[config.mk]
export PLATFORM = sky130hd
export DESIGN_NAME = topological_order_engine
export DESIGN_NICKNAME = d
export VERILOG_FILES = /design/src/design/toe_pkg.sv /design/src/design/topological_order_engine.sv /design/src/design/toe_edge_ram.sv
export SDC_FILE = /design/constraint.sdc
export NUM_CORES = 2
export LEC_CHECK = 0
export ABC_AREA = 1
export ABC_CLOCK_PERIOD_IN_PS = 7250
export BUFFER_PORTS_ARGS = -buffer_cell sky130_fd_sc_hd__buf_2
export CELL_PAD_IN_SITES_DETAIL_PLACEMENT = 0
export CELL_PAD_IN_SITES_GLOBAL_PLACEMENT = 1
export CORE_ASPECT_RATIO = 1.75
export CORE_MARGIN = 5
export CORE_UTILIZATION = 56
export CTS_CLUSTER_SIZE = 28
export DETAILED_ROUTE_END_ITERATION = 10
export PLACE_DENSITY = 0.81
export SKIP_LAST_GASP = 1
export SLEW_MARGIN = 10
export SYNTH_ARGS = -nofsm -noshare
export SYNTH_HDL_FRONTEND = slang
export SYNTH_SLANG_ARGS = --single-unit
[constraint.sdc]
create_clock -name clk_i -period 7.25 [get_ports clk_i]
set_input_delay 1.0875 -clock clk_i [delete_from_list [all_inputs] [get_ports clk_i]]
set_output_delay 1.0875 -clock clk_i [all_outputs]
set_load 0.1 [all_outputs]
[src/design/toe_pkg.sv]
// ----------------------------------------------------------------------------
// toe_pkg
// shared constants and types of the topological order engine
// ----------------------------------------------------------------------------
package toe_pkg;

  localparam int unsigned MaxNodes  = 32;
  localparam int unsigned MaxEdges  = 256;
  localparam int unsigned NodeW     = 5;
  localparam int unsigned EdgeAw    = $clog2(MaxEdges);
  localparam int unsigned EdgeCntW  = EdgeAw + 1;
  localparam int unsigned DegW      = EdgeAw + 1;
  localparam int unsigned NodeAw    = $clog2(MaxNodes);
  localparam int unsigned NodeCntW  = NodeAw + 1;
  localparam int unsigned CountW    = 6;
  localparam int unsigned NodeLimit = (MaxNodes < 32) ? MaxNodes : 32;

  localparam logic       OpAdd = 1'b0;
  localparam logic       OpRun = 1'b1;

  localparam logic [1:0] StatOk      = 2'd0;
  localparam logic [1:0] StatCycle   = 2'd1;
  localparam logic [1:0] StatOverflow = 2'd2;
  localparam logic [1:0] StatBadNode = 2'd3;

  // one stored edge
  typedef struct packed {
    logic [NodeW-1:0] src;
    logic [NodeW-1:0] dst;
  } edge_t;

  // result item
  typedef struct packed {
    logic             last;
    logic [1:0]       status;
    logic [NodeW-1:0] node;
  } result_t;

endpackage

[src/design/topological_order_engine.sv]
// topological order engine: kahn sort over an edge memory
// an edge load is taken while idle, edges back to back at one per cycle
// a run checks the stored edges against the count; a load error gives one error item,
//   else it seeds the zero degree nodes, sorts and gives one result per cycle through
//   an output register (stalls hold it); input is held off until the clear state is done
// reset (rst_ni low, async) clears counters, errors, degree valid bits; node_count=32
// ----------------------------------------------------------------------------
// topological_order_engine
// loads dependency edges and emits a topological order on a run item
// ----------------------------------------------------------------------------
module topological_order_engine (
  input  logic        clk_i,
  input  logic        rst_ni,
  input  logic        s_axis_tvalid_i,
  output logic        s_axis_tready_o,
  input  logic [15:0] s_axis_tdata_i,  // before_node, after_node
  input  logic        s_axis_tuser_i,  // op
  output logic        m_axis_tvalid_o,
  input  logic        m_axis_tready_i,
  output logic [7:0]  m_axis_tdata_o,  // node_index
  output logic [1:0]  m_axis_tuser_o,  // status
  output logic        m_axis_tlast_o,  // last
  input  logic        psel,
  input  logic        penable,
  input  logic        pwrite,
  input  logic [1:0]  paddr,
  input  logic [31:0] pwdata,
  output logic [31:0] prdata,
  output logic        pready
);
  import toe_pkg::*;

  localparam logic [3:0] StIdle  = 4'd0;
  localparam logic [3:0] StChk   = 4'd1;  // check stored edges against count
  localparam logic [3:0] StSeed  = 4'd2;  // push zero degree nodes
  localparam logic [3:0] StPop   = 4'd3;
  localparam logic [3:0] StScan  = 4'd4;  // edge read address issued
  localparam logic [3:0] StEmit  = 4'd5;
  localparam logic [3:0] StErr   = 4'd6;
  localparam logic [3:0] StDegRd = 4'd7;  // edge data back, match against popped node
  localparam logic [3:0] StChkW  = 4'd8;
  localparam logic [3:0] StDec   = 4'd9;  // decrement target degree, push on zero
  localparam logic [3:0] StClr   = 4'd10; // clear graph

  // config register
  logic [CountW-1:0] node_count_q;
  logic              cfg_wr;
  assign pready = 1'b1;
  assign cfg_wr = psel & penable & pwrite & (paddr == 2'd0);
  assign prdata = {26'd0, node_count_q};

  always_ff @(posedge clk_i or negedge rst_ni) begin
    if (!rst_ni) begin
      node_count_q <= CountW'(32);
    end else if (cfg_wr) begin
      node_count_q <= pwdata[CountW-1:0];
    end
  end

  // effective node count: zero acts as one, larger values saturate at NodeLimit
  logic [NodeCntW-1:0] live_n;
  always_comb begin
    if (node_count_q == '0) live_n = NodeCntW'(1);
    else if (32'(node_count_q) > NodeLimit) live_n = NodeCntW'(NodeLimit);
    else live_n = NodeCntW'(node_count_q);
  end

  logic             in_op;
  logic [NodeW-1:0] in_a, in_b;
  assign in_op = s_axis_tuser_i;
  assign in_a  = s_axis_tdata_i[4:0];
  assign in_b  = s_axis_tdata_i[9:5];

  logic [3:0]          state_q;
  logic [EdgeCntW-1:0] edge_total_q;
  logic [1:0]          load_err_q;
  logic [EdgeCntW-1:0] eidx_q;
  logic [NodeCntW-1:0] nidx_q;
  logic [NodeCntW-1:0] sp_q;
  logic [NodeCntW-1:0] olen_q;
  logic [NodeCntW-1:0] emit_q;
  logic [NodeW-1:0]    cur_q;
  logic [NodeW-1:0]    tgt_q;
  logic                fail_q;

  // degree counters: small array, valid bits clear on run end
  logic [DegW-1:0]  deg_q [MaxNodes];
  logic             deg_v_q [MaxNodes];
  logic [NodeW-1:0] stack_q [MaxNodes];
  logic [NodeW-1:0] order_q [MaxNodes];

  result_t out_q;
  logic    out_v_q;
  logic    out_free;
  logic    out_load;
  assign out_free = !out_v_q || m_axis_tready_i;
  assign out_load = out_free && (state_q == StErr || state_q == StEmit);

  logic in_fire;
  assign s_axis_tready_o = (state_q == StIdle);
  assign in_fire = s_axis_tvalid_i & s_axis_tready_o;

  logic add_ok;
  assign add_ok = in_fire && in_op == OpAdd && NodeCntW'(in_a) < live_n &&
                  NodeCntW'(in_b) < live_n && edge_total_q < EdgeCntW'(MaxEdges);

  // edge memory
  edge_t                e_rd;
  logic [EdgeAw-1:0]    e_raddr;
  edge_t                e_wd;
  assign e_wd    = '{src: in_a, dst: in_b};
  assign e_raddr = eidx_q[EdgeAw-1:0];

  toe_edge_ram u_edges (
    .clk_i   (clk_i),
    .we_i    (add_ok),
    .waddr_i (edge_total_q[EdgeAw-1:0]),
    .wdata_i (e_wd),
    .raddr_i (e_raddr),
    .rdata_o (e_rd)
  );

  function automatic logic [DegW-1:0] deg_rd(input logic v, input logic [DegW-1:0] d);
    return v ? d : '0;
  endfunction

  logic [DegW-1:0] tdeg;
  assign tdeg = deg_rd(deg_v_q[tgt_q[NodeAw-1:0]], deg_q[tgt_q[NodeAw-1:0]]);

  logic [DegW-1:0] ndeg;
  assign ndeg = deg_rd(deg_v_q[nidx_q[NodeAw-1:0]], deg_q[nidx_q[NodeAw-1:0]]);

  always_ff @(posedge clk_i) begin
    if (add_ok) begin
      deg_q[in_b[NodeAw-1:0]] <= deg_rd(deg_v_q[in_b[NodeAw-1:0]],
                                        deg_q[in_b[NodeAw-1:0]]) + DegW'(1);
    end else if (state_q == StDec && NodeCntW'(tgt_q) < live_n && tdeg != '0) begin
      deg_q[tgt_q[NodeAw-1:0]] <= tdeg - DegW'(1);
    end
    if (state_q == StSeed && nidx_q < live_n && ndeg == '0) begin
      stack_q[sp_q[NodeAw-1:0]] <= nidx_q[NodeW-1:0];
    end else if (state_q == StDec && NodeCntW'(tgt_q) < live_n &&
                 tdeg == DegW'(1) && sp_q < NodeCntW'(MaxNodes)) begin
      stack_q[sp_q[NodeAw-1:0]] <= tgt_q;
    end
    if (state_q == StPop && sp_q != '0) begin
      order_q[olen_q[NodeAw-1:0]] <= stack_q[NodeAw'(sp_q - NodeCntW'(1))];
    end
  end

  always_ff @(posedge clk_i or negedge rst_ni) begin
    if (!rst_ni) begin
      state_q      <= StIdle;
      edge_total_q <= '0;
      load_err_q   <= StatOk;
      eidx_q       <= '0;
      nidx_q       <= '0;
      sp_q         <= '0;
      olen_q       <= '0;
      emit_q       <= '0;
      cur_q        <= '0;
      tgt_q        <= '0;
      fail_q       <= 1'b0;
      out_v_q      <= 1'b0;
      out_q        <= '0;
      for (int i = 0; i < MaxNodes; i++) deg_v_q[i] <= 1'b0;
    end else begin
      if (out_load) out_v_q <= 1'b1;
      else if (m_axis_tready_i) out_v_q <= 1'b0;
      if (add_ok) deg_v_q[in_b[NodeAw-1:0]] <= 1'b1;
      unique case (state_q)
        StIdle: begin
          if (in_fire) begin
            if (in_op == OpAdd) begin
              if (add_ok) begin
                edge_total_q <= edge_total_q + EdgeCntW'(1);
              end else if (load_err_q == StatOk) begin
                load_err_q <= (NodeCntW'(in_a) >= live_n || NodeCntW'(in_b) >= live_n)
                              ? StatBadNode : StatOverflow;
              end
            end else begin
              eidx_q  <= '0;
              state_q <= StChk;
            end
          end
        end
        StChk: begin
          // address issued, data next cycle
          if (eidx_q >= edge_total_q) begin
            nidx_q  <= '0;
            sp_q    <= '0;
            olen_q  <= '0;
            state_q <= (load_err_q != StatOk) ? StErr : StSeed;
          end else begin
            state_q <= StChkW;
          end
        end
        StChkW: begin
          if ((NodeCntW'(e_rd.src) >= live_n || NodeCntW'(e_rd.dst) >= live_n) &&
              load_err_q == StatOk) begin
            load_err_q <= StatBadNode;
          end
          eidx_q  <= eidx_q + EdgeCntW'(1);
          state_q <= StChk;
        end
        StSeed: begin
          if (nidx_q < live_n) begin
            if (ndeg == '0) sp_q <= sp_q + NodeCntW'(1);
            nidx_q <= nidx_q + NodeCntW'(1);
          end else begin
            state_q <= StPop;
          end
        end
        StPop: begin
          if (sp_q == '0) begin
            fail_q  <= (olen_q != live_n);
            emit_q  <= '0;
            state_q <= StEmit;
          end else begin
            cur_q   <= stack_q[NodeAw'(sp_q - NodeCntW'(1))];
            sp_q    <= sp_q - NodeCntW'(1);
            olen_q  <= olen_q + NodeCntW'(1);
            eidx_q  <= '0;
            state_q <= StScan;
          end
        end
        StScan: begin
          if (eidx_q >= edge_total_q) begin
            state_q <= StPop;
          end else begin
            state_q <= StDegRd;
          end
        end
        StDegRd: begin
          // e_rd holds edge eidx_q
          if (e_rd.src == cur_q) begin
            tgt_q   <= e_rd.dst;
            state_q <= StDec;
          end else begin
            eidx_q  <= eidx_q + EdgeCntW'(1);
            state_q <= StScan;
          end
        end
        StDec: begin
          if (NodeCntW'(tgt_q) < live_n && tdeg == DegW'(1) &&
              sp_q < NodeCntW'(MaxNodes)) begin
            sp_q <= sp_q + NodeCntW'(1);
          end
          eidx_q  <= eidx_q + EdgeCntW'(1);
          state_q <= StScan;
        end
        StErr: begin
          if (out_load) begin
            out_q   <= '{last: 1'b1, status: load_err_q, node: '0};
            state_q <= StClr;
          end
        end
        StEmit: begin
          if (out_load) begin
            if (fail_q) begin
              out_q   <= '{last: 1'b1, status: StatCycle, node: '0};
              state_q <= StClr;
            end else begin
              out_q  <= '{last: (emit_q + NodeCntW'(1) == olen_q), status: StatOk,
                          node: order_q[emit_q[NodeAw-1:0]]};
              emit_q <= emit_q + NodeCntW'(1);
              if (emit_q + NodeCntW'(1) == olen_q) state_q <= StClr;
            end
          end
        end
        StClr: begin
          edge_total_q <= '0;
          load_err_q   <= StatOk;
          for (int i = 0; i < MaxNodes; i++) deg_v_q[i] <= 1'b0;
          state_q <= StIdle;
        end
        default: state_q <= StIdle;
      endcase
    end
  end

  assign m_axis_tvalid_o = out_v_q;
  assign m_axis_tdata_o  = {3'b0, out_q.node};
  assign m_axis_tuser_o  = out_q.status;
  assign m_axis_tlast_o  = out_q.last;

endmodule

[src/design/toe_edge_ram.sv]
// ----------------------------------------------------------------------------
// toe_edge_ram
// edge store, one write and one registered read port
// ----------------------------------------------------------------------------
module toe_edge_ram (
  input  logic                   clk_i,
  input  logic                   we_i,
  input  logic [toe_pkg::EdgeAw-1:0] waddr_i,
  input  toe_pkg::edge_t         wdata_i,
  input  logic [toe_pkg::EdgeAw-1:0] raddr_i,
  output toe_pkg::edge_t         rdata_o
);
  import toe_pkg::*;

  edge_t mem_q [MaxEdges];

  always_ff @(posedge clk_i) begin
    if (we_i) begin
      mem_q[waddr_i] <= wdata_i;
    end
    rdata_o <= mem_q[raddr_i];
  end

endmodule

# [After elaboration in Yosys (flattened, before gate mapping)]
# Memories as Yosys holds them, arrays and structs flattened. A register that Yosys moved wholly into a read port is not among the register bits.
# Index checks and enable logic that the tools add are counted.
[totals] register_bits=106 mem_bits_rw=3168 mem_count=4 input_bits=58 output_inout_bits=46
[op_classes] addsub=9 eq_ne=33 n_lt_le_gt_ge=16 bitwise=11 mux=83 reduce_logical=54
[mem_list] memory="u_edges.mem_q" depth=256 width=10 rd=1 rd_ports_with_merged_regs=1 wr=1 line="toe_edge_ram.sv:15" source="edge_t mem_q [MaxEdges];"
[mem_list] memory="deg_q" depth=32 width=9 rd=3 rd_ports_with_merged_regs=0 wr=1 line="topological_order_engine.sv:87" source="logic [DegW-1:0] deg_q [MaxNodes];"
[mem_list] memory="order_q" depth=32 width=5 rd=1 rd_ports_with_merged_regs=0 wr=1 line="topological_order_engine.sv:90" source="logic [NodeW-1:0] order_q [MaxNodes];"
[mem_list] memory="stack_q" depth=32 width=5 rd=1 rd_ports_with_merged_regs=0 wr=1 line="topological_order_engine.sv:89" source="logic [NodeW-1:0] stack_q [MaxNodes];"
[op_table] cell="$mux W9" count=11
[op_table] cell="$mux W6" count=12
[op_table] cell="$mux W32" count=2
[op_table] cell="$pmux W4 S10" count=1
[op_table] cell="$mux W4" count=9
[op_table] cell="$pmux W6 S2" count=3
[op_table] cell="$pmux W9 S4" count=1
[op_table] cell="$or A32 B32 Y32" count=1
[op_table] cell="$add A9 B1 Y9 const B" count=3
[op_table] cell="$add A6 B1 Y6 const B" count=4
[op_table] cell="$ge A5 B6 Y1" count=4
[op_table] cell="$mux W1" count=24
[op_table] cell="$mux W8" count=3
[op_table] cell="$pmux W6 S4" count=1
[op_table] cell="$ne A2 B2 Y1 const B" count=10
[op_table] cell="$ge A6 B6 Y1 const B" count=3
[op_table] cell="$lt A5 B6 Y1" count=3
[op_table] cell="$not A5 Y6" count=3
[op_table] cell="$pmux W9 S2" count=1
[op_table] cell="$reduce_and A6 Y1" count=3
[op_table] cell="$eq A4 B3 Y1 const B" count=4
[op_table] cell="$logic_and A1 B1 Y1" count=16
[op_table] cell="$ne A2 B1 Y1 const B" count=8
[op_table] cell="$pmux W8 S2" count=1
[op_table] cell="other kinds (42)" count=75

# [Longest topological paths before layout]
[logic_depth] word_depth=12 depth_mapped=23

# [By module]
# Synthesis repeated with hierarchy kept, for this count alone.
[hier_totals] cells_unflattened=12556 hier_area_um2=140128.1
[modules_own_cells] module="toe_edge_ram" area_per_inst_um2=103718.2 n_inst=1 cells_each=8656
[modules_own_cells] module="topological_order_engine" area_per_inst_um2=36409.9 n_inst=1 cells_each=3900

# [Worst setup path after synthesis]
# No wires, ideal clock.
[synth_path] path_type="input to register" from="input port s_axis_tdata_i[6]" to="memory deg_q[0][4] (netlist bit) (data pin)" arrival_ps=4221 n_path_buf=2 slack_ps=2575 path_stages=16 required_time_ps=6796 setup_time_ps=454 cell_sequence="nor2_1 -> inv_1 -> buf_2 -> o22ai_1 -> o21ai_0 -> nand2_1 -> inv_1 -> nand4_1 -> buf_2 -> nand2_1 -> inv_1 -> ha_1 -> nand2_1 -> nor2_1 -> xor2_1 -> o21ai_0"
[synth_between] elab_chain_len=7 word_cells_on_any_way=14 classes_between="add/sub: 1; order compare: 1; mux: 7; bitwise: 1; reduce/logical: 3; memory: 1"
[synth_lines] element="start: declaration" line="topological_order_engine.sv:16" source="input logic [15:0] s_axis_tdata_i,"
[synth_lines] element="$not A5 Y6 (implied by the code) / $lt A5 B6 Y1 (equally long branches)" line="topological_order_engine.sv:135, topological_order_engine.sv:105"
[synth_lines] element="$bmux W1 S5 / $logic_and A1 B1 Y1 (equally long branches)" line="topological_order_engine.sv:135, topological_order_engine.sv:104"
[synth_lines] element="$mux W1 (implied by the code) / $logic_and A1 B1 Y1 (equally long branches)" line="topological_order_engine.sv:135, topological_order_engine.sv:105"
[synth_lines] element="$mux W1 (on tied branches)" line="topological_order_engine.sv:135, topological_order_engine.sv:134"
[synth_lines] element="$mux W9 / $mux W1 (equally long branches)" line="topological_order_engine.sv:124, topological_order_engine.sv:138"
[synth_lines] element="$add A9 B1 Y9 / $reduce_or A9 Y1 (equally long branches)"
[synth_lines] element="$mux W9 (no line) *"
[synth_lines] element="end: declaration" line="topological_order_engine.sv:87"
# Mark *: on every way between the ends. The rest lies on a longest branch, timed or not. The select of a mux whose other input is x is not followed.

# [Final worst setup path]
[layout_path] from="register tgt_q[1]" to="memory deg_q[12][5] (netlist bit), enable pin"
[layout_between] elab_chain_len=12 word_cells_on_any_way=16 classes_between="order compare: 1; mux: 9; bitwise: 1; reduce/logical: 4; memory: 1"
[layout_lines] element="start: declaration" line="topological_order_engine.sv:83" source="logic [NodeW-1:0] tgt_q;"
[layout_lines] element="start signal: assignment" line="topological_order_engine.sv:237" source="tgt_q <= e_rd.dst;"
[layout_lines] element="$not A5 Y6 (implied by the code)" line="topological_order_engine.sv:128" source="assign tdeg = deg_rd(deg_v_q[tgt_q[NodeAw-1:0]], deg_q[tgt_q[NodeAw-1:0]]);"
[layout_lines] element="$bmux W1 S5" line="topological_order_engine.sv:128"
[layout_lines] element="$mux W1 (implied by the code) (2 in series)" line="topological_order_engine.sv:128"
[layout_lines] element="$mux W9" line="topological_order_engine.sv:124" source="return v ? d : '0;"
[layout_lines] element="$reduce_bool A9 Y1" line="topological_order_engine.sv:137" source="end else if (state_q == StDec && NodeCntW'(tgt_q) < live_n && tdeg != '0) begin"
[layout_lines] element="$logic_and A1 B1 Y1" line="topological_order_engine.sv:137"
[layout_lines] element="$mux W1" line="topological_order_engine.sv:137"
[layout_lines] element="$mux W1" line="topological_order_engine.sv:134" source="if (add_ok) begin"
[layout_lines] element="$mux W1 (implied by the code)" line="topological_order_engine.sv:138" source="deg_q[tgt_q[NodeAw-1:0]] <= tdeg - DegW'(1);"
[layout_lines] element="$reduce_or A9 Y1 (no line)"
[layout_lines] element="$mux W5 (no line) / $mux W1 (equally long branches)"
# Several ways; a longest one is shown, not always the timed one. The select of a mux whose other input is x is not followed.

==> results.cfg <==
[clock_network]
ctsLongestPathBuffers = 4
cts_root_buf = clkbuf_16
worstSkewPairLatency_ns = 0.87
clock-sinks = 3284
cts_htree_levels = 5
ctsResizeCount = 0
cts_setup_buffers = 0
tritoncts = built
cts_made_buffers = 291
holdBufCountCts = 0
clk_pin_slew_ns = 0.07

[critical_path]
end_kind = flop
r2r_cells = 16
worstPathArrival_ns = 6.47
start_kind = flop
worstPathRequired_ns = 7.72
worstSetupPathType = flop to flop
regToRegSetupSlack_ns = 1.24
rr_startpoint = tgt_q[1]
rr_endpoint = deg_q[12][5]
path_max_fanout = 62

[layout]
drive_gt1_frac = 0.0672
nets = 11300
syn_to_final_growth_pct = 9.18

[global_routing]
grt_pass1_vias = 90900
gr-usage-all-layers = 0.314
antenna_found_initial = 12
grt_pass1_wl_um = 595000
grt_max_degree = 210
grt-ovfl-total = 0

[logic_synthesis]
synth_top_cell_area_share = 0.696
ys_ff_latch = 3284
yosysTopAreaCell = edfxtp_1
yosysWarnings = 0
yosysSeqAreaShare = 0.717
syn_inst = 11400
synthesis.area_um2 = 137000
synth.area.top_cells = edfxtp_1, o21ai_0, nor2_1, nand2_1, nand3_1
synth_edf_count = 3168
synth.avg_cell_area_um2 = 12.0
synthFlopType = edfxtp_1
async_reset_ff_frac = 0.0323
ys_types = 54

[floorplan]
start_util = 0.561
io_pins = 104
die_area_um2 = 254000
die_w_um = 383
num_rows = 240
core-area_um2 = 244000
dieHeight_um = 663

[place]
dp.final_hpwl_um = 251000
post-place-ws_ns = 1.47
finalWeightedCongestion = 0.982
portBuffers = 41

[detailed_routing]
drt_wl_total_um = 410000
vias_per_cell = 6.39
vias = 93600
post_drt_wl_per_cell_um = 28.0
drtPass1Iterations = 6
drc_errors = 0
drt_iter0_drc = 11500
antenna_left = 0

[timing]
worst_pin_slew_ns = 1.21
tns_ns = 0
setup_viol = 0
hold_viol = 0
clock_skew_ns = 0.0427
setup_slack_ns = 1.24
relSlewSlack = 0.188
rsz0062_at_grt = no
drv_slew = 0
max_freq_mhz = 166
fin_crit_sh = 0.828
finalCriticalPeriod_ns = 6.01

[power_and_ir_drop]
p_sw_frac = 0.293
clockPowerShare = 0.338
pwr-share-seq = 0.481
power.leakage_nw = 49.9
powerDensity_nw_per_um2 = 307
switchingPower_mw = 13.4
p_int_mw = 32.4
vdd_drop_max_mv = 0.341
comb_power_share = 0.181

[hold_path]
hold_path_class = input pin to asynchronous set/reset pin

[job]
maxCapViolCount = 0

[status]
status = finished clean
area by class of cell:
cell class / count / area, µm²
diodes: 10 / 25.0
clock buffers: 342 / 7610
clock inverters: 167 / 1670
fillers: 18600 / 94300
inverters: 426 / 1630
multi-input cells: 6909 / 34000
flip-flops and latches: 3284 / 98000
well taps: 3267 / 4090
repair buffers: 251 / 2180
flip-flops by register name, summed over array words and instances (netlist names):
register         cells
load_err_q           2
state_q              4
u_edges.mem_q     2560
m_axis_tdata_o       5
edge_total_q         9
emit_q               6
m_axis_tuser_o       2
nidx_q               6
tgt_q                5
stack_q            160
eidx_q               9
u_edges.rdata_o     10
node_count_q         6
cur_q                5
m_axis_tvalid_o      1
olen_q               6
deg_q              288
order_q            160
m_axis_tlast_o       1
fail_q               1
sp_q                 6
deg_v_q             32
critical path, stage by stage (launching register included):
cell and delay (ns):
dfrtp_4 0.41, buf_4 0.51, buf_4 0.76, nand3_1 0.15, nand3_1 0.12, nand3_1 0.35
nand2_1 0.20, nand2_1 0.09, nand2_1 0.12, nand2_1 0.10, nand2_1 0.34, nor2_1 0.07
nand2_1 0.34, nand2_2 0.43, nand2_2 0.34, nand3_4 0.28, nor2_1 0.91
per-stage QoR:
stage,std cells,total power [mW],area [µm²],hold slack [ns],util
after floorplan,11400,27.3,137000,0.443,-
after global placement,14100,30.4,140000,0.470,0.574
after detailed placement,14100,30.6,140000,0.469,0.574
after CTS,14600,45.8,149000,0.155,0.613
after global routing,14600,47.3,149000,0.192,0.613
final,14700,45.8,149000,0.161,0.613
per-layer routing:
metal | track usage | vias to the layer above | part of all wire
li1 | - | 41300 | -
met1 | 0.367 | 46300 | 0.34
met4 | 0.210 | 2 | 0.079
met3 | 0.0471 | 1204 | 0.077
met2 | 0.539 | 4833 | 0.50
met5 | 0 | - | 0.000017
how the worst max path moves through the flow:
stage / to / from / slack (ns) / cells after the start
after floorplan: deg_q[0][4] / s_axis_tdata_i[6] / 2.57 / 16
after global placement: deg_q[17][5] / s_axis_tdata_i[5] / 1.56 / 15
after detailed placement: deg_q[16][5] / s_axis_tdata_i[5] / 1.47 / 15
after CTS: deg_q[8][5] / tgt_q[1] / 1.56 / 16
after global routing: deg_q[17][0] / tgt_q[1] / 1.04 / 18
final: deg_q[12][5] / tgt_q[1] / 1.24 / 16
layout by cell type, fill, tap and decap left out, types with 95 or more instances in the layout:
master | netlist | routed
a21oi_1 | 261 | 261
buf_4 | 42 | 187
clkbuf_16 | 0 | 297
dfrtp_1 | 105 | 95
edfxtp_1 | 3168 | 3168
inv_1 | 409 | 401
nand2_1 | 972 | 957
nand3_1 | 711 | 711
nor2_1 | 2033 | 2029
o211ai_1 | 99 | 99
o21ai_0 | 1639 | 1629
o221ai_1 | 278 | 278
o22ai_1 | 553 | 553
synth_stat cells (7+ instances only):
cell	number
edfxtp_1	3168
nor2_1	2033
o21ai_0	1639
nand2_1	972
nand3_1	711
clkbuf_1	655
o22ai_1	553
inv_1	409
o221ai_1	278
a21oi_1	261
dfrtp_1	105
o211ai_1	99
nand4_1	64
buf_2	63
ha_1	57
buf_1	51
buf_4	42
nor3_1	34
o32ai_1	25
xor2_1	21
a31oi_1	20
mux2i_1	16
a22oi_1	14
nand2_2	11
dfxtp_1	10
o31ai_1	10
clkinv_1	9
inv_2	8
nand3_2	8
xnor2_1	7
power groups by stage:
stage | Sequential (mW) | Combinational, mW | Clock [mW]
final | 22.0 | 8.28 | 15.5
after detailed placement | 22.4 | 8.14 | 0
after CTS | 22.0 | 8.16 | 15.6
after global placement | 22.4 | 7.98 | 0
after floorplan | 22.5 | 4.81 | 0
after global routing | 22.1 | 8.87 | 16.4
logic make-up (layout without fill, tap and decap cells):
group / Yosys count / in the layout / share of synthesized area
compound gates: 2923 / 2923 / 0.123
xor+xnor: 28 / 28 / 0.00179
fa+ha+maj: 57 / 57 / 0.00522
buf+inv: 1240 / 1186 / 0.0360
flops: 3284 / 3284 / 0.717
mux: 19 / 19 / 0.00142
other cells: 2 / 40 / 0.0000550
simple gates: 3852 / 3852 / 0.115
(Power assumes the default switching activity.)
